File: src/design/u2e_pkg.sv
// Types, character codes and helpers of the UTF-8 to escape converter.
// No dependencies; used by the front, queue and back modules.
`timescale 1ns / 1ps

package u2e_pkg;

  // What one accepted byte asks the back end to emit
  typedef enum logic [1:0] {
    JOB_CHAR = 2'd0,
    JOB_ESC  = 2'd1,
    JOB_PAIR = 2'd2
  } job_kind_e;

  // One request to the back end; a plain character sits in hi[6:0]
  typedef struct packed {
    job_kind_e   kind;
    logic [15:0] hi;
    logic [15:0] lo;
  } job_t;

  localparam int unsigned AccW   = 36;
  localparam int unsigned RemW   = 3;
  localparam int unsigned IdxW   = 4;
  localparam int unsigned EscLen = 6;

  localparam logic [6:0] ChrBslash = 7'h5C;
  localparam logic [6:0] ChrLowU   = 7'h75;

  localparam logic [25:0] SuppBase = 26'h10000;
  localparam logic [15:0] HiSurr   = 16'hD800;
  localparam logic [5:0]  LoSurrHi = 6'b110111;

  // Last character index for each kind of request
  localparam logic [IdxW-1:0] LastChar = 4'd0;
  localparam logic [IdxW-1:0] LastEsc  = 4'd5;
  localparam logic [IdxW-1:0] LastPair = 4'd11;

  // Uppercase hex digit of a nibble
  function automatic logic [6:0] hex_char(input logic [3:0] nib);
    logic [6:0] c;
    if (nib < 4'd10) begin
      c = 7'h30 + {3'b000, nib};
    end else begin
      c = 7'h37 + {3'b000, nib};
    end
    return c;
  endfunction

endpackage

File: src/design/u2e_front.sv
// Front end: decodes UTF-8 bytes, gathers code points and forms requests.
// Depends on u2e_pkg.
`timescale 1ns / 1ps

module u2e_front (
  input  logic              clk_i,
  input  logic              rst_ni,
  input  logic              accept_i,
  input  logic [7:0]        in_byte_i,
  input  logic              restart_i,
  output logic              job_valid_o,
  output u2e_pkg::job_t     job_o
);

  logic [u2e_pkg::RemW-1:0] rem_q, rem_d, rem_eff, rem_dec;
  logic [u2e_pkg::AccW-1:0] acc_q, acc_d, acc_eff, acc_shift;
  logic [25:0]              supp_off;
  logic                     is_small;
  logic [u2e_pkg::RemW-1:0] lead_n;
  logic [5:0]               lead_bits;

  // Restart discards an unfinished sequence before the byte is used
  assign rem_eff   = restart_i ? '0 : rem_q;
  assign acc_eff   = restart_i ? '0 : acc_q;
  assign acc_shift = {acc_eff[u2e_pkg::AccW-7:0], in_byte_i[5:0]};
  assign rem_dec   = rem_eff - 3'd1;

  // Split a finished code point into escape values
  assign is_small = (acc_shift[u2e_pkg::AccW-1:16] == '0);
  assign supp_off = acc_shift[25:0] - u2e_pkg::SuppBase;

  // Count the length ones of a lead byte and keep its payload bits
  always_comb begin
    if (!in_byte_i[5]) begin
      lead_n    = 3'd1;
      lead_bits = {1'b0, in_byte_i[4:0]};
    end else if (!in_byte_i[4]) begin
      lead_n    = 3'd2;
      lead_bits = {2'b00, in_byte_i[3:0]};
    end else if (!in_byte_i[3]) begin
      lead_n    = 3'd3;
      lead_bits = {3'b000, in_byte_i[2:0]};
    end else if (!in_byte_i[2]) begin
      lead_n    = 3'd4;
      lead_bits = {4'b0000, in_byte_i[1:0]};
    end else if (!in_byte_i[1]) begin
      lead_n    = 3'd5;
      lead_bits = {5'b00000, in_byte_i[0]};
    end else begin
      lead_n    = 3'd6;
      lead_bits = 6'd0;
    end
  end

  // Classify the byte and advance the sequence state
  always_comb begin
    rem_d       = rem_q;
    acc_d       = acc_q;
    job_valid_o = 1'b0;
    job_o.kind  = u2e_pkg::JOB_CHAR;
    job_o.hi    = {9'd0, in_byte_i[6:0]};
    job_o.lo    = 16'd0;
    if (accept_i) begin
      if (rem_eff != '0) begin
        rem_d = rem_dec;
        acc_d = acc_shift;
        if (rem_dec == '0) begin
          acc_d       = '0;
          job_valid_o = 1'b1;
          if (is_small) begin
            job_o.kind = u2e_pkg::JOB_ESC;
            job_o.hi   = acc_shift[15:0];
          end else begin
            job_o.kind = u2e_pkg::JOB_PAIR;
            job_o.hi   = supp_off[25:10] + u2e_pkg::HiSurr;
            job_o.lo   = {u2e_pkg::LoSurrHi, supp_off[9:0]};
          end
        end
      end else if (!in_byte_i[7]) begin
        rem_d       = '0;
        acc_d       = '0;
        job_valid_o = 1'b1;
      end else if (!in_byte_i[6]) begin
        // stray continuation byte: drop
        rem_d = '0;
        acc_d = '0;
      end else begin
        rem_d = lead_n;
        acc_d = {{(u2e_pkg::AccW-6){1'b0}}, lead_bits};
      end
    end
  end

  always_ff @(posedge clk_i or negedge rst_ni) begin
    if (!rst_ni) begin
      rem_q <= '0;
      acc_q <= '0;
    end else begin
      rem_q <= rem_d;
      acc_q <= acc_d;
    end
  end

endmodule

File: src/design/u2e_fifo.sv
// Short request queue between the front and back ends.
// Depends on u2e_pkg for the request type.
`timescale 1ns / 1ps

module u2e_fifo #(
  parameter int unsigned DEPTH = 4
) (
  input  logic          clk_i,
  input  logic          rst_ni,
  input  logic          wr_i,
  input  u2e_pkg::job_t wr_data_i,
  input  logic          rd_i,
  output u2e_pkg::job_t rd_data_o,
  output logic          full_o,
  output logic          empty_o
);

  localparam int unsigned PtrW = (DEPTH > 1) ? $clog2(DEPTH) : 1;
  localparam int unsigned CntW = $clog2(DEPTH + 1);

  u2e_pkg::job_t   mem_q [DEPTH];
  logic [PtrW-1:0] wr_ptr_q, rd_ptr_q;
  logic [CntW-1:0] cnt_q;
  logic            do_wr, do_rd;

  assign full_o    = (cnt_q == CntW'(DEPTH));
  assign empty_o   = (cnt_q == '0);
  assign do_wr     = wr_i && !full_o;
  assign do_rd     = rd_i && !empty_o;
  assign rd_data_o = mem_q[rd_ptr_q];

  // Store requests
  always_ff @(posedge clk_i) begin
    if (do_wr) begin
      mem_q[wr_ptr_q] <= wr_data_i;
    end
  end

  // Advance pointers and fill count
  always_ff @(posedge clk_i or negedge rst_ni) begin
    if (!rst_ni) begin
      wr_ptr_q <= '0;
      rd_ptr_q <= '0;
      cnt_q    <= '0;
    end else begin
      if (do_wr) begin
        wr_ptr_q <= (wr_ptr_q == PtrW'(DEPTH - 1)) ? '0 : wr_ptr_q + 1'b1;
      end
      if (do_rd) begin
        rd_ptr_q <= (rd_ptr_q == PtrW'(DEPTH - 1)) ? '0 : rd_ptr_q + 1'b1;
      end
      if (do_wr && !do_rd) begin
        cnt_q <= cnt_q + 1'b1;
      end else if (do_rd && !do_wr) begin
        cnt_q <= cnt_q - 1'b1;
      end
    end
  end

endmodule

File: src/design/u2e_back.sv
// Back end: spells each request as ASCII characters, one per cycle unless
// the output stalls. Depends on u2e_pkg.
`timescale 1ns / 1ps

module u2e_back (
  input  logic          clk_i,
  input  logic          rst_ni,
  input  logic          job_valid_i,
  input  u2e_pkg::job_t job_i,
  output logic          job_pop_o,
  input  logic          pop_i,
  output logic          empty_o,
  output logic [6:0]    out_char_o,
  output logic          last_o
);

  logic [u2e_pkg::IdxW-1:0] idx_q, idx_d, last_idx;
  logic [2:0]               pos;
  logic [15:0]              esc_val;
  logic [3:0]               nib;
  logic [6:0]               chr;
  logic                     is_last, advance;
  logic                     out_valid_q, out_valid_d;
  logic [6:0]               out_char_q;
  logic                     last_q;

  // Final character index of the current request
  always_comb begin
    case (job_i.kind)
      u2e_pkg::JOB_CHAR: last_idx = u2e_pkg::LastChar;
      u2e_pkg::JOB_ESC:  last_idx = u2e_pkg::LastEsc;
      u2e_pkg::JOB_PAIR: last_idx = u2e_pkg::LastPair;
      default:           last_idx = u2e_pkg::LastChar;
    endcase
  end

  assign is_last = (idx_q == last_idx);

  // Pick the character at the current index
  always_comb begin
    if (idx_q >= u2e_pkg::IdxW'(u2e_pkg::EscLen)) begin
      pos     = 3'(idx_q - u2e_pkg::IdxW'(u2e_pkg::EscLen));
      esc_val = job_i.lo;
    end else begin
      pos     = idx_q[2:0];
      esc_val = job_i.hi;
    end
    case (pos)
      3'd2:    nib = esc_val[15:12];
      3'd3:    nib = esc_val[11:8];
      3'd4:    nib = esc_val[7:4];
      default: nib = esc_val[3:0];
    endcase
    case (pos)
      3'd0:    chr = u2e_pkg::ChrBslash;
      3'd1:    chr = u2e_pkg::ChrLowU;
      default: chr = u2e_pkg::hex_char(nib);
    endcase
    if (job_i.kind == u2e_pkg::JOB_CHAR) begin
      chr = job_i.hi[6:0];
    end
  end

  // Load the output register whenever it is free or being taken
  assign advance   = !out_valid_q || pop_i;
  assign job_pop_o = advance && job_valid_i && is_last;

  always_comb begin
    idx_d       = idx_q;
    out_valid_d = out_valid_q;
    if (advance) begin
      out_valid_d = job_valid_i;
      if (job_valid_i) begin
        idx_d = is_last ? '0 : idx_q + 1'b1;
      end
    end
  end

  always_ff @(posedge clk_i or negedge rst_ni) begin
    if (!rst_ni) begin
      idx_q       <= '0;
      out_valid_q <= 1'b0;
    end else begin
      idx_q       <= idx_d;
      out_valid_q <= out_valid_d;
    end
  end

  // Hold the character until it is taken
  always_ff @(posedge clk_i) begin
    if (advance && job_valid_i) begin
      out_char_q <= chr;
      last_q     <= is_last;
    end
  end

  assign empty_o    = !out_valid_q;
  assign out_char_o = out_char_q;
  assign last_o     = last_q;

endmodule

File: src/design/utf8_to_unicode_escape.sv
// UTF-8 to \uXXXX escape converter: takes one byte per cycle while full is low and gives
// one character per cycle while it is popped; requests pass through the queue and each
// character is registered. The back end spells 1, 6 or 12 characters per request.
// The request queue of QUEUE_DEPTH entries lets bytes in while an escape is spelled out.
// Reset (rst_ni low, asynchronous) empties queue and output, clears the sequence state.
// Depends on u2e_pkg, u2e_front, u2e_fifo and u2e_back.
`timescale 1ns / 1ps

module utf8_to_unicode_escape #(
  parameter int unsigned QUEUE_DEPTH = 4
) (
  input  logic       clk_i,
  input  logic       rst_ni,
  input  logic       push,
  output logic       full,
  input  logic [7:0] in_byte_i,
  input  logic       restart_i,
  output logic       empty,
  input  logic       pop,
  output logic [6:0] out_char_o,
  output logic       last_of_run_o
);

  logic          accept;
  logic          job_valid;
  u2e_pkg::job_t job_in, job_head;
  logic          fifo_empty, job_pop;

  assign accept = push && !full;

  // Decode bytes into requests
  u2e_front u_front (
    .clk_i       (clk_i),
    .rst_ni      (rst_ni),
    .accept_i    (accept),
    .in_byte_i   (in_byte_i),
    .restart_i   (restart_i),
    .job_valid_o (job_valid),
    .job_o       (job_in)
  );

  // Queue requests between front and back
  u2e_fifo #(
    .DEPTH (QUEUE_DEPTH)
  ) u_fifo (
    .clk_i     (clk_i),
    .rst_ni    (rst_ni),
    .wr_i      (job_valid),
    .wr_data_i (job_in),
    .rd_i      (job_pop),
    .rd_data_o (job_head),
    .full_o    (full),
    .empty_o   (fifo_empty)
  );

  // Spell requests out as characters
  u2e_back u_back (
    .clk_i       (clk_i),
    .rst_ni      (rst_ni),
    .job_valid_i (!fifo_empty),
    .job_i       (job_head),
    .job_pop_o   (job_pop),
    .pop_i       (pop),
    .empty_o     (empty),
    .out_char_o  (out_char_o),
    .last_o      (last_of_run_o)
  );

endmodule

File: config.mk
export PLATFORM = sky130hd
export DESIGN_NAME = utf8_to_unicode_escape
export DESIGN_NICKNAME = d
export VERILOG_FILES = /design/src/design/u2e_pkg.sv /design/src/design/u2e_front.sv /design/src/design/u2e_fifo.sv /design/src/design/u2e_back.sv /design/src/design/utf8_to_unicode_escape.sv
export SDC_FILE = /design/constraint.sdc
export NUM_CORES = 1
export LEC_CHECK = 0
export ABC_CLOCK_PERIOD_IN_PS = 8600
export BUFFER_PORTS_ARGS = -buffer_cell sky130_fd_sc_hd__buf_2
export CELL_PAD_IN_SITES_DETAIL_PLACEMENT = 0
export CELL_PAD_IN_SITES_GLOBAL_PLACEMENT = 1
export CORE_ASPECT_RATIO = 0.7
export CORE_UTILIZATION = 45
export CTS_BUF_LIST = sky130_fd_sc_hd__clkbuf_16
export DETAILED_ROUTE_END_ITERATION = 12
export PLACE_DENSITY = 0.69
export RECOVER_POWER = 25
export SYNTH_ARGS = -nofsm -noshare
export SYNTH_HDL_FRONTEND = slang
export SYNTH_SLANG_ARGS = --single-unit
File: constraint.sdc
create_clock -name clk_i -period 8.6 [get_ports clk_i]
set_clock_uncertainty 0.05 [all_clocks]
set_input_delay 0.86 -clock clk_i [delete_from_list [all_inputs] [get_ports clk_i]]
set_output_delay 0.86 -clock clk_i [all_outputs]
set_load 0.02 [all_outputs]
==> results of run 1 <==
==> cell usage in the layout (no fill, tap or decap), types with 3 or more instances in the layout <==
master and n:
ha_1 18, o21ai_0 39, o22ai_1 5, a211oi_1 6, nand2b_1 4, a22o_1 17, xnor2_1 6, a21oi_1 22
and2_1 9, a32o_1 5, mux4_2 25, clkbuf_16 17, nor3_1 7, edfxtp_1 120, nand3_1 11, nand2_1 55
nor4_1 3, bufinv_16 3, buf_2 10, clkbuf_1 14, buf_4 6, dfrtp_1 45, mux2_2 6, clkinv_4 3
xor2_1 6, and3_1 3, a21o_1 3, nor2_1 34, mux2i_1 11, nor2b_1 3, inv_1 22
==> layer usage <==
metal,vias up,GRT usage,wire length [um]
met5,-,0,0
met4,0,0.0583,136
met3,11,0.0491,855
met2,141,0.282,7130
met1,2331,0.312,7950
li1,2141,-,-
==> worst max-delay path by stage <==
stage	slack [ps]	endpoint	start	cells past startpoint
3_3_place_gp	4280	u_fifo.cnt_q[2]$_DFFE_PN0P_	restart_i	14
3_5_place_dp	4210	u_fifo.cnt_q[2]$_DFFE_PN0P_	restart_i	14
2_1_floorplan	4640	u_fifo.mem_q[3][0]$_DFFE_PP_	restart_i	11
5_1_grt	2740	u_fifo.cnt_q[1]$_DFFE_PN0P_	u_fifo.rd_ptr_q[0]$_DFFE_PN0P_	10
4_1_cts	4480	u_fifo.cnt_q[1]$_DFFE_PN0P_	u_fifo.rd_ptr_q[0]$_DFFE_PN0P_	10
6_report	3190	u_fifo.cnt_q[1]$_DFFE_PN0P_	u_fifo.rd_ptr_q[0]$_DFFE_PN0P_	10
==> state kept, by name (all words and copies together) (netlist names) <==
| signal | flops |
|---|---|
| u_back.out_valid_q | 1 |
| u_front.rem_q | 3 |
| u_back.last_o | 1 |
| u_back.idx_q | 4 |
| u_fifo.cnt_q | 3 |
| u_fifo.wr_ptr_q | 2 |
| u_fifo.rd_ptr_q | 2 |
| u_front.acc_q | 30 |
| u_back.out_char_o | 7 |
| u_fifo.mem_q | 112 |
==> stage by stage <==
step	setup slack [ps]	hold slack, ps	power [mW]
after floorplan	4640	400	1.88
after global placement	4280	415	2.12
after detailed placement	4210	428	2.13
after CTS	4480	442	2.90
after global routing	2740	467	3.04
final	3190	439	2.87
==> area by class of cell <==
type,count,share of cell area
sequential,165,0.560
multi-input combinational,339,0.311
clock buffer,17,0.0503
tap,225,0.0333
clock inverter,14,0.0192
timing repair buffer,30,0.0175
inverter,20,0.00888
==> logic make-up (layout without fill, tap and decap cells) <==
family / after synthesis / count (layout) / synth area share
compound gates: 124 / 124 / 0.111
flops: 165 / 165 / 0.624
xor+xnor: 12 / 12 / 0.0139
fa+ha+maj: 19 / 19 / 0.0324
mux: 44 / 44 / 0.105
buf+inv: 47 / 81 / 0.0284
simple gates: 140 / 140 / 0.0851
==> power groups by stage <==
stage,Combinational [mW],Sequential (mW),Clock [mW]
finish,1.03,1.08,0.763
global route,1.14,1.10,0.809
CTS,1.04,1.08,0.777
detailed placement,1.04,1.09,0
global placement,1.03,1.09,0
floorplan,0.797,1.08,0
==> cell usage after synthesis, drive strengths merged, types with 7 or more instances <==
cell type	count
buf	9
a21oi	23
mux2i	11
nand3	11
mux4	27
edfxtp	120
nand2	55
dfrtp	45
nor3	7
and2	9
o21ai	39
inv	20
clkbuf	18
ha	18
a22o	17
nor2	35
==> worst reg2reg max path, cell delays in order, from the launching register on <==
cell,delay [ps]
dfrtp_1,320
clkbuf_1,1660
mux4_2,780
ha_1,230
or3_1,370
a211oi_1,610
nand2_1,250
ha_1,290
inv_1,70
fa_1,400
mux2_2,270
==> impl_metrics.xml, run 1 <==
<?xml version="1.0" encoding="UTF-8"?>
<metrics>
  <group name="final_layout">
    <metric name="final_cell_count_no_fill" unit="">810</metric>
    <metric name="post-route-util" unit="">0.516</metric>
    <metric name="areaGrowthSynthToFinish" unit="%">11.6</metric>
    <metric name="multi_input_area" unit="um2">2630</metric>
    <metric name="fin_area" unit="um2">8450</metric>
    <metric name="diodes" unit="">0</metric>
    <metric name="nFillCells" unit="">1426</metric>
    <metric name="seqCellArea" unit="um2">4730</metric>
    <metric name="post_route_cells_drive_above_1_share" unit="">0.140</metric>
    <metric name="finish.net_count" unit="">605</metric>
  </group>
  <group name="timing">
    <metric name="setup_viol" unit="">0</metric>
    <metric name="worst-slew-pin-transition" unit="ps">2470</metric>
    <metric name="timing.final.max_slew_violations" unit="">77</metric>
    <metric name="layout_worst_path_cycle_share" unit="">0.629</metric>
    <metric name="timing_hold_violations_final" unit="">0</metric>
    <metric name="timing.slew.headroom" unit="">-0.649</metric>
    <metric name="finalWorstPathRequiredPeriod" unit="ps">5410</metric>
    <metric name="timing.fmax" unit="MHz">185</metric>
    <metric name="setup-tns-final" unit="ps">0</metric>
    <metric name="rsz0062_at_grt" unit="">false</metric>
  </group>
  <group name="clocking">
    <metric name="holdBufCountCts" unit="">0</metric>
    <metric name="clock_latency" unit="ps">420</metric>
    <metric name="cts_htree_levels" unit="">4</metric>
    <metric name="cts.repair_timing.setup_buffer_count" unit="">0</metric>
    <metric name="clock-root-buffer" unit="">clkbuf_16</metric>
    <metric name="tritoncts.num_buffers" unit="">17</metric>
    <metric name="tritoncts_clock_tree" unit="">yes</metric>
    <metric name="numClockSinks" unit="">165</metric>
    <metric name="clk_path_buf_depth" unit="">2</metric>
    <metric name="post_cts.resized_instances" unit="">0</metric>
    <metric name="clk_pin_slew" unit="ps">60</metric>
  </group>
  <group name="logic_synthesis">
    <metric name="synth-edff-count" unit="">120</metric>
    <metric name="postSynthRegisterBits" unit="">165</metric>
    <metric name="top_area_cell_type_share_of_the_netlist_area" unit="">0.476</metric>
    <metric name="post_synth_instance_area" unit="um2">7580</metric>
    <metric name="syn-mean-instance-area" unit="um2">13.7</metric>
    <metric name="syn-num-nets" unit="">583</metric>
    <metric name="synth_top_flop_cell" unit="">edfxtp_1</metric>
    <metric name="synth.lib_cells_used.distinct" unit="">62</metric>
    <metric name="ys_seq_area_frac" unit="">0.624</metric>
    <metric name="post-synth-top-area-cell" unit="">edfxtp_1</metric>
    <metric name="asyncSetResetFlopFracSynth" unit="">0.273</metric>
    <metric name="synth_area_leaders" unit="">edfxtp_1, dfrtp_1, mux4_2</metric>
    <metric name="yosys_warning_count" unit="">0</metric>
    <metric name="postSynthCellCount" unit="">551</metric>
  </group>
  <group name="power_and_ir_drop">
    <metric name="clockPowerShare" unit="">0.266</metric>
    <metric name="power.density" unit="nW/um2">340</metric>
    <metric name="switching_share" unit="">0.346</metric>
    <metric name="p_seq_frac" unit="">0.375</metric>
    <metric name="vdd_drop_max" unit="mV">0.140</metric>
    <metric name="power_leakage" unit="nW">3.13</metric>
    <metric name="power_frac_comb" unit="">0.359</metric>
    <metric name="power_switching" unit="uW">994</metric>
    <metric name="power_report.internal_total" unit="mW">1.88</metric>
  </group>
  <group name="detailed_routing">
    <metric name="firstDrtPassIters" unit="">5</metric>
    <metric name="route.detailed.drc" unit="">0</metric>
    <metric name="iter_0_drt_violations" unit="">386</metric>
    <metric name="vias" unit="">4624</metric>
    <metric name="finalWirelength" unit="mm">16.1</metric>
    <metric name="antenna_left" unit="">0</metric>
    <metric name="route.detailed.wl_per_inst" unit="um">19.8</metric>
    <metric name="post_drt_via_cell_ratio" unit="">5.71</metric>
  </group>
  <group name="grt">
    <metric name="global_route.overflow_total" unit="">0</metric>
    <metric name="grt_max_degree" unit="">46</metric>
    <metric name="global_route.usage.total" unit="">0.202</metric>
    <metric name="grt_first_pass_wirelength" unit="mm">25.6</metric>
    <metric name="number_of_antenna_violations_at_the_first_check_in_global_routing" unit="">0</metric>
    <metric name="vias_in_the_first_global_route" unit="">4446</metric>
  </group>
  <group name="worst_setup_path">
    <metric name="worstSetupStartpointType" unit="">flop</metric>
    <metric name="reg2reg_from" unit="">u_fifo.rd_ptr_q[0]$_DFFE_PN0P_</metric>
    <metric name="crit_family" unit="">buffers and inverters</metric>
    <metric name="r2r-end" unit="">u_fifo.cnt_q[1]$_DFFE_PN0P_</metric>
    <metric name="worst_setup_path_end_kind" unit="">flop</metric>
    <metric name="cp_num_buf_inv" unit="">2</metric>
    <metric name="cpPeakStageDelay" unit="ps">1660</metric>
    <metric name="required" unit="ps">8860</metric>
    <metric name="cp_max_fo" unit="">30</metric>
    <metric name="crit_path_cell_trace" unit="">clkbuf_1 -&gt; mux4_2 -&gt; ha_1 -&gt; or3_1 -&gt; a211oi_1 -&gt; nand2_1 -&gt; ha_1 -&gt; inv_1 -&gt; fa_1 -&gt; mux2_2</metric>
    <metric name="setup.reg_to_reg.worst_slack" unit="ps">3190</metric>
    <metric name="reg2regPathDepth" unit="">10</metric>
    <metric name="critPathArrivalTime" unit="ps">5660</metric>
    <metric name="critPathKind" unit="">reg -&gt; reg</metric>
    <metric name="cp_common_cell" unit="">ha_1</metric>
    <metric name="crit_path_top_delay_cell" unit="">clkbuf_1</metric>
  </group>
  <group name="floorplan">
    <metric name="floorplan.initialDensity" unit="">0.462</metric>
    <metric name="core_area" unit="um2">16400</metric>
    <metric name="fp.dieW" unit="um">157</metric>
    <metric name="die_h" unit="um">111</metric>
    <metric name="die-area" unit="um2">17400</metric>
    <metric name="io-pin-count" unit="">23</metric>
    <metric name="row_count" unit="">39</metric>
  </group>
  <group name="place">
    <metric name="port_buffers" unit="">22</metric>
    <metric name="post-place-cells" unit="">779</metric>
    <metric name="place_congestion" unit="">0.814</metric>
    <metric name="dp_hpwl" unit="mm">10.9</metric>
    <metric name="placed_cell_area" unit="um2">7890</metric>
  </group>
  <group name="outcome">
    <metric name="failed_checks" unit="">max-capacitance violations, max-slew violations</metric>
    <metric name="status" unit="">complete, but fails checks</metric>
  </group>
  <group name="min_path">
    <metric name="hp-start" unit="">u_front.acc_q[7]$_DFFE_PN0P_</metric>
    <metric name="worst_hold_path_type" unit="">reg -&gt; reg</metric>
    <metric name="holdPathStages" unit="">2</metric>
    <metric name="min_delay_worst_endpoint" unit="">u_front.acc_q[7]$_DFFE_PN0P_</metric>
  </group>
  <group name="run">
    <metric name="max_cap_violations" unit="">2</metric>
  </group>
</metrics>
Note: power is estimated with default switching activity, not from simulation.
==> run 2, diff against run 1 <==
Settings changed: ABC_CLOCK_PERIOD_IN_PS 8600 to 5000.
Clock period 8.6 ns to 5 ns, I/O delays scaled along.
==> run 2 against run 1 <==
Compared with the run above:
- the flow still finishes with violations (max-capacitance violations, max-slew violations)
- fmax up 41%
- via count down 1.3%
- clock-buffer cell count unchanged
- critical path type unchanged
==> impl_metrics.xml, run 2 (synthesis results as in run 1) <==
<?xml version="1.0" encoding="UTF-8"?>
<metrics>
  <group name="clocking">
    <metric name="clock_latency" unit="ps">430</metric>
    <metric name="tritoncts.num_buffers" unit="">17</metric>
    <metric name="numClockSinks" unit="">165</metric>
    <metric name="tritoncts_clock_tree" unit="">yes</metric>
    <metric name="post_cts.resized_instances" unit="">0</metric>
    <metric name="holdBufCountCts" unit="">0</metric>
    <metric name="clock-root-buffer" unit="">clkbuf_16</metric>
    <metric name="cts.repair_timing.setup_buffer_count" unit="">0</metric>
    <metric name="clk_path_buf_depth" unit="">2</metric>
    <metric name="clk_pin_slew" unit="ps">70</metric>
    <metric name="cts_htree_levels" unit="">4</metric>
  </group>
  <group name="worst_setup_path">
    <metric name="required" unit="ps">5260</metric>
    <metric name="worst_setup_path_end_kind" unit="">flop</metric>
    <metric name="r2r-end" unit="">u_fifo.cnt_q[1]$_DFFE_PN0P_</metric>
    <metric name="reg2regPathDepth" unit="">9</metric>
    <metric name="reg2reg_from" unit="">u_fifo.rd_ptr_q[0]$_DFFE_PN0P_</metric>
    <metric name="cp_common_cell" unit="">ha_1</metric>
    <metric name="setup.reg_to_reg.worst_slack" unit="ps">1180</metric>
    <metric name="worstSetupStartpointType" unit="">flop</metric>
    <metric name="critPathArrivalTime" unit="ps">4080</metric>
    <metric name="crit_path_cell_trace" unit="">mux4_2 -&gt; ha_1 -&gt; or3_1 -&gt; a211oi_1 -&gt; nand2_1 -&gt; ha_1 -&gt; inv_1 -&gt; fa_1 -&gt; mux2_2</metric>
    <metric name="cp_max_fo" unit="">11</metric>
    <metric name="critPathKind" unit="">reg -&gt; reg</metric>
    <metric name="crit_family" unit="">adder cells</metric>
    <metric name="cp_num_buf_inv" unit="">1</metric>
    <metric name="crit_path_top_delay_cell" unit="">dfrtp_1</metric>
    <metric name="critical_path_depth" unit="">9</metric>
    <metric name="cpPeakStageDelay" unit="ps">610</metric>
  </group>
  <group name="timing">
    <metric name="worst-slew-pin-transition" unit="ps">2510</metric>
    <metric name="timing_hold_violations_final" unit="">0</metric>
    <metric name="timing.fmax" unit="MHz">261</metric>
    <metric name="setup_viol" unit="">0</metric>
    <metric name="rsz0062_at_grt" unit="">false</metric>
    <metric name="hold_ws" unit="ps">237</metric>
    <metric name="finalWorstPathRequiredPeriod" unit="ps">3820</metric>
    <metric name="setup-tns-final" unit="ps">0</metric>
    <metric name="timing.slew.headroom" unit="">-0.674</metric>
    <metric name="layout_worst_path_cycle_share" unit="">0.765</metric>
    <metric name="timing.final.max_slew_violations" unit="">46</metric>
  </group>
  <group name="power_and_ir_drop">
    <metric name="power_leakage" unit="nW">3.15</metric>
    <metric name="p_seq_frac" unit="">0.380</metric>
    <metric name="power_frac_comb" unit="">0.360</metric>
    <metric name="clockPowerShare" unit="">0.260</metric>
    <metric name="switching_share" unit="">0.364</metric>
    <metric name="power_switching" unit="mW">1.79</metric>
    <metric name="vdd_drop_max" unit="mV">0.249</metric>
    <metric name="power.density" unit="nW/um2">579</metric>
    <metric name="power_report.internal_total" unit="mW">3.12</metric>
  </group>
  <group name="detailed_routing">
    <metric name="route.detailed.wl_per_inst" unit="um">19.6</metric>
    <metric name="firstDrtPassIters" unit="">5</metric>
    <metric name="iter_0_drt_violations" unit="">349</metric>
    <metric name="finalWirelength" unit="mm">16.0</metric>
    <metric name="route.detailed.drc" unit="">0</metric>
    <metric name="antenna_left" unit="">0</metric>
    <metric name="vias" unit="">4566</metric>
    <metric name="post_drt_via_cell_ratio" unit="">5.61</metric>
  </group>
  <group name="run">
    <metric name="max_cap_violations" unit="">1</metric>
  </group>
  <group name="min_path">
    <metric name="holdPathStages" unit="">2</metric>
    <metric name="min_delay_worst_endpoint" unit="">u_back.out_valid_q$_DFFE_PN0N_</metric>
    <metric name="hp-start" unit="">pop</metric>
    <metric name="worst_hold_path_type" unit="">in -&gt; reg</metric>
  </group>
  <group name="final_layout">
    <metric name="finish.net_count" unit="">608</metric>
    <metric name="seqCellArea" unit="um2">4730</metric>
    <metric name="diodes" unit="">0</metric>
    <metric name="layout_common_cells" unit="">edfxtp_1, nand2_1, dfrtp_1, o21ai_0, nor2_1</metric>
    <metric name="areaGrowthSynthToFinish" unit="%">11.9</metric>
    <metric name="post_route_cells_drive_above_1_share" unit="">0.153</metric>
    <metric name="nFillCells" unit="">1410</metric>
    <metric name="registers.top_by_ff_count" unit="">u_fifo.mem_q</metric>
    <metric name="layout.cells.most_common" unit="">edfxtp_1</metric>
    <metric name="fin_area" unit="um2">8480</metric>
    <metric name="multi_input_area" unit="um2">2630</metric>
    <metric name="largest_register_ff_count" unit="">112</metric>
  </group>
  <group name="floorplan">
    <metric name="die-area" unit="um2">17400</metric>
    <metric name="io-pin-count" unit="">23</metric>
    <metric name="die_h" unit="um">111</metric>
    <metric name="floorplan.initialDensity" unit="">0.462</metric>
    <metric name="core_area" unit="um2">16400</metric>
    <metric name="row_count" unit="">39</metric>
    <metric name="fp.dieW" unit="um">157</metric>
  </group>
  <group name="outcome">
    <metric name="status" unit="">complete, but fails checks</metric>
    <metric name="failed_checks" unit="">max-capacitance violations, max-slew violations</metric>
  </group>
  <group name="grt">
    <metric name="global_route.usage.total" unit="">0.201</metric>
    <metric name="vias_in_the_first_global_route" unit="">4535</metric>
    <metric name="grt_first_pass_wirelength" unit="mm">25.6</metric>
    <metric name="grt_max_degree" unit="">46</metric>
    <metric name="number_of_antenna_violations_at_the_first_check_in_global_routing" unit="">0</metric>
    <metric name="global_route.overflow_total" unit="">0</metric>
  </group>
  <group name="place">
    <metric name="dp_hpwl" unit="mm">10.8</metric>
    <metric name="placed_cell_area" unit="um2">7910</metric>
    <metric name="port_buffers" unit="">22</metric>
    <metric name="place_congestion" unit="">0.828</metric>
  </group>
</metrics>
[run 2: changes by cell type in the layout (fill, tap and decap cells not counted)]
cell / before / now
clkinvlp_4: 1 / 0
clkbuf_1: 14 / 13
inv_6: 2 / 4
inv_8: 0 / 4
clkinv_1: 1 / 0
inv_1: 22 / 20
buf_4: 6 / 10
bufinv_16: 3 / 0
clkinv_8: 0 / 3
clkinv_2: 2 / 1
[run 2: stage by stage]
stage                     total power [mW]  instances  utilization  worst slack (ps)
after floorplan                       3.23        551            -              1320
after global routing                  5.20        814        0.517               883
after detailed placement              3.67        782        0.482              1160
after global placement                3.64        782        0.482              1290
after CTS                             4.95        814        0.518              1140
final                                 4.91        814        0.517              1180
[run 2: power by group through the flow]
| stage | clock network, mW | registers, mW | logic [mW] |
|---|---|---|---|
| 2_1_floorplan | 0 | 1.86 | 1.37 |
| 3_3_place_gp | 0 | 1.88 | 1.76 |
| 3_5_place_dp | 0 | 1.89 | 1.78 |
| 4_1_cts | 1.30 | 1.87 | 1.79 |
| 5_1_grt | 1.36 | 1.90 | 1.95 |
| 6_report | 1.27 | 1.87 | 1.77 |
[run 2: layout make-up]
cell class,instances,share of cell area
Timing Repair Buffer,33,0.0205
Multi-Input combinational cell,339,0.310
Inverter,20,0.00886
Clock buffer,17,0.0502
Sequential cell,165,0.558
Clock inverter,15,0.0189
Tap cell,225,0.0332
[run 2: how the worst max path moves through the flow]
| stage | startpoint | end | slack [ps] |
|---|---|---|---|
| 2_1_floorplan | u_fifo.rd_ptr_q[0]$_DFFE_PN0P_ | u_fifo.cnt_q[1]$_DFFE_PN0P_ | 1320 |
| 3_3_place_gp | u_fifo.rd_ptr_q[0]$_DFFE_PN0P_ | u_fifo.cnt_q[1]$_DFFE_PN0P_ | 1290 |
| 3_5_place_dp | u_fifo.rd_ptr_q[0]$_DFFE_PN0P_ | u_fifo.cnt_q[1]$_DFFE_PN0P_ | 1160 |
| 4_1_cts | u_fifo.rd_ptr_q[0]$_DFFE_PN0P_ | u_fifo.cnt_q[1]$_DFFE_PN0P_ | 1140 |
| 5_1_grt | u_fifo.rd_ptr_q[0]$_DFFE_PN0P_ | u_fifo.cnt_q[1]$_DFFE_PN0P_ | 880 |
| 6_report | u_fifo.rd_ptr_q[0]$_DFFE_PN0P_ | u_fifo.cnt_q[1]$_DFFE_PN0P_ | 1180 |
[run 2: per-layer routing]
metal | track usage | part of all wire | up-vias
met4 | 0.0434 | 0.0071 | 0
met1 | 0.307 | 0.50 | 2289
met5 | 0 | 0 | -
met3 | 0.0502 | 0.051 | 11
met2 | 0.289 | 0.44 | 104
li1 | - | - | 2162
==> run 3, diff against run 2 <==
Settings changed: ABC_CLOCK_PERIOD_IN_PS 5000 to 4000.
Clock period 5 ns to 4 ns, I/O delays scaled along.
==> run 3 against run 2 <==
Compared with the run above:
- the run still ends with max-capacitance violations, max-slew violations left
- sequential share of layout area is 0.51 points lower
- die area stayed put
- clock power is 34% higher
- routed wire length is 3.6% higher
- critical path depth stayed put
- fmax is 13% higher
- register-to-register slack worse by 570 ps
- flip-flop and latch count stayed put
- critical endpoint is now u_back.out_char_o[6]$_DFFE_PP_
- highest routed layer unchanged
==> impl_metrics.xml, run 3 (synthesis results as in run 1) <==
<?xml version="1.0" encoding="UTF-8"?>
<metrics>
  <group name="floorplan">
    <metric name="floorplan.initialDensity" unit="">0.462</metric>
    <metric name="core_area" unit="um2">16400</metric>
    <metric name="die_h" unit="um">111</metric>
    <metric name="die-area" unit="um2">17400</metric>
    <metric name="fp.dieW" unit="um">157</metric>
    <metric name="io-pin-count" unit="">23</metric>
    <metric name="row_count" unit="">39</metric>
  </group>
  <group name="clocking">
    <metric name="post_cts.resized_instances" unit="">0</metric>
    <metric name="cts.repair_timing.setup_buffer_count" unit="">0</metric>
    <metric name="tritoncts.num_buffers" unit="">17</metric>
    <metric name="clk_path_buf_depth" unit="">2</metric>
    <metric name="numClockSinks" unit="">165</metric>
    <metric name="clock_latency" unit="ps">430</metric>
    <metric name="clock-root-buffer" unit="">clkbuf_16</metric>
    <metric name="tritoncts_clock_tree" unit="">yes</metric>
    <metric name="holdBufCountCts" unit="">0</metric>
    <metric name="cts_htree_levels" unit="">4</metric>
    <metric name="clk_pin_slew" unit="ps">80</metric>
  </group>
  <group name="final_layout">
    <metric name="finish.net_count" unit="">611</metric>
    <metric name="areaGrowthSynthToFinish" unit="%">12.9</metric>
    <metric name="diodes" unit="">0</metric>
    <metric name="layout.cells.most_common" unit="">edfxtp_1</metric>
    <metric name="largest_register_ff_count" unit="">112</metric>
    <metric name="post_route_cells_drive_above_1_share" unit="">0.160</metric>
    <metric name="registers.top_by_ff_count" unit="">u_fifo.mem_q</metric>
    <metric name="layout_common_cells" unit="">edfxtp_1, nand2_1, dfrtp_1, o21ai_0, nor2_1</metric>
    <metric name="post-route-util" unit="">0.522</metric>
  </group>
  <group name="detailed_routing">
    <metric name="route.detailed.wl_per_inst" unit="um">20.2</metric>
    <metric name="iter_0_drt_violations" unit="">434</metric>
    <metric name="antenna_left" unit="">0</metric>
    <metric name="post_drt_via_cell_ratio" unit="">5.71</metric>
    <metric name="firstDrtPassIters" unit="">4</metric>
    <metric name="finalWirelength" unit="mm">16.5</metric>
    <metric name="vias" unit="">4662</metric>
    <metric name="route.detailed.drc" unit="">0</metric>
  </group>
  <group name="power_and_ir_drop">
    <metric name="vdd_drop_max" unit="mV">0.298</metric>
    <metric name="totalPowerFinal" unit="mW">6.26</metric>
    <metric name="power_leakage" unit="nW">3.19</metric>
    <metric name="power.density" unit="nW/um2">732</metric>
  </group>
  <group name="worst_setup_path">
    <metric name="critPathArrivalTime" unit="ps">3510</metric>
    <metric name="worst_setup_path_end_kind" unit="">flop</metric>
    <metric name="worstSetupStartpointType" unit="">flop</metric>
    <metric name="cp_max_fo" unit="">14</metric>
    <metric name="worst_setup_path_startpoint" unit="">u_back.idx_q[1]$_DFFE_PN0P_</metric>
    <metric name="critPathKind" unit="">reg -&gt; reg</metric>
    <metric name="required" unit="ps">4110</metric>
    <metric name="reg2reg_from" unit="">u_back.idx_q[1]$_DFFE_PN0P_</metric>
  </group>
  <group name="place">
    <metric name="place_congestion" unit="">0.856</metric>
    <metric name="port_buffers" unit="">22</metric>
    <metric name="pre_cts_slack" unit="ps">572</metric>
    <metric name="dp_hpwl" unit="mm">11.3</metric>
  </group>
  <group name="outcome">
    <metric name="status" unit="">complete, but fails checks</metric>
    <metric name="failed_checks" unit="">max-capacitance violations, max-slew violations</metric>
  </group>
  <group name="timing">
    <metric name="timing.final.ws_setup" unit="ps">602</metric>
    <metric name="timing_hold_violations_final" unit="">0</metric>
    <metric name="layout_worst_path_cycle_share" unit="">0.849</metric>
    <metric name="timing.final.max_slew_violations" unit="">46</metric>
    <metric name="timing.slew.headroom" unit="">-0.684</metric>
    <metric name="worst-slew-pin-transition" unit="ps">2530</metric>
    <metric name="timing.fmax" unit="MHz">294</metric>
    <metric name="finalWorstPathRequiredPeriod" unit="ps">3400</metric>
    <metric name="rsz0062_at_grt" unit="">false</metric>
    <metric name="setup-tns-final" unit="ps">0</metric>
    <metric name="setup_viol" unit="">0</metric>
    <metric name="hold_ws" unit="ps">106</metric>
  </group>
  <group name="grt">
    <metric name="grt_max_degree" unit="">46</metric>
    <metric name="grt_first_pass_wirelength" unit="mm">26.1</metric>
    <metric name="vias_in_the_first_global_route" unit="">4581</metric>
    <metric name="global_route.overflow_total" unit="">0</metric>
    <metric name="number_of_antenna_violations_at_the_first_check_in_global_routing" unit="">0</metric>
    <metric name="global_route.usage.total" unit="">0.204</metric>
  </group>
  <group name="min_path">
    <metric name="worst_hold_path_type" unit="">in -&gt; reg</metric>
    <metric name="hp-start" unit="">pop</metric>
  </group>
  <group name="run">
    <metric name="max_cap_violations" unit="">1</metric>
  </group>
</metrics>
## run 3: through the flow
stage	std cells	area [um2]
after floorplan	551	7580
after global placement	785	7930
after detailed placement	785	7930
after CTS	817	8570
after global routing	817	8550
final	817	8550
## run 3: worst paths after layout
kind,end,slack [ps],depth (start not counted)
worst min-delay path,u_back.out_valid_q$_DFFE_PN0N_,110,2
worst min register to register,u_front.acc_q[5]$_DFFE_PN0P_,430,2
worst max register to register,u_back.out_char_o[6]$_DFFE_PP_,600,9
worst max-delay path,u_back.out_char_o[6]$_DFFE_PP_,600,9
min in group asynchronous,u_fifo.rd_ptr_q[0]$_DFFE_PN0P_,690,1
max in group asynchronous,u_front.acc_q[12]$_DFFE_PN0P_,1770,1
## run 3: power by group
part           switching, mW  internal, mW  total, mW
Combinational           1.31         0.944       2.25
Clock                  0.821         0.875       1.70
Sequential             0.177          2.14       2.31
Total                   2.31          3.95       6.26
## run 3: per-layer routing
layer | global-route usage | vias up | wire length, um
li1 | - | 2167 | -
met1 | 0.318 | 2384 | 8370
met2 | 0.286 | 102 | 7340
met3 | 0.0451 | 9 | 687
met4 | 0.0518 | 0 | 129
met5 | 0 | - | 0
## run 3: cell type report
cell class                      instances  area [um2]
Tap cell                              225         282
Clock buffer                           17         425
Multi-Input combinational cell        339        2630
Inverter                               20        75.1
Timing Repair Buffer                   36         198
Fill cell                            1403        7840
Sequential cell                       165        4730
Clock inverter                         15         214
## run 3: critical path, cell delays in order (launching register included)
cell     delay, ps
dfrtp_1        540
ha_1           340
o21a_1         260
nor2_2         440
mux4_2         600
a21oi_2        190
ha_1           210
nor2_1          60
o31ai_1        290
a31oi_1        140
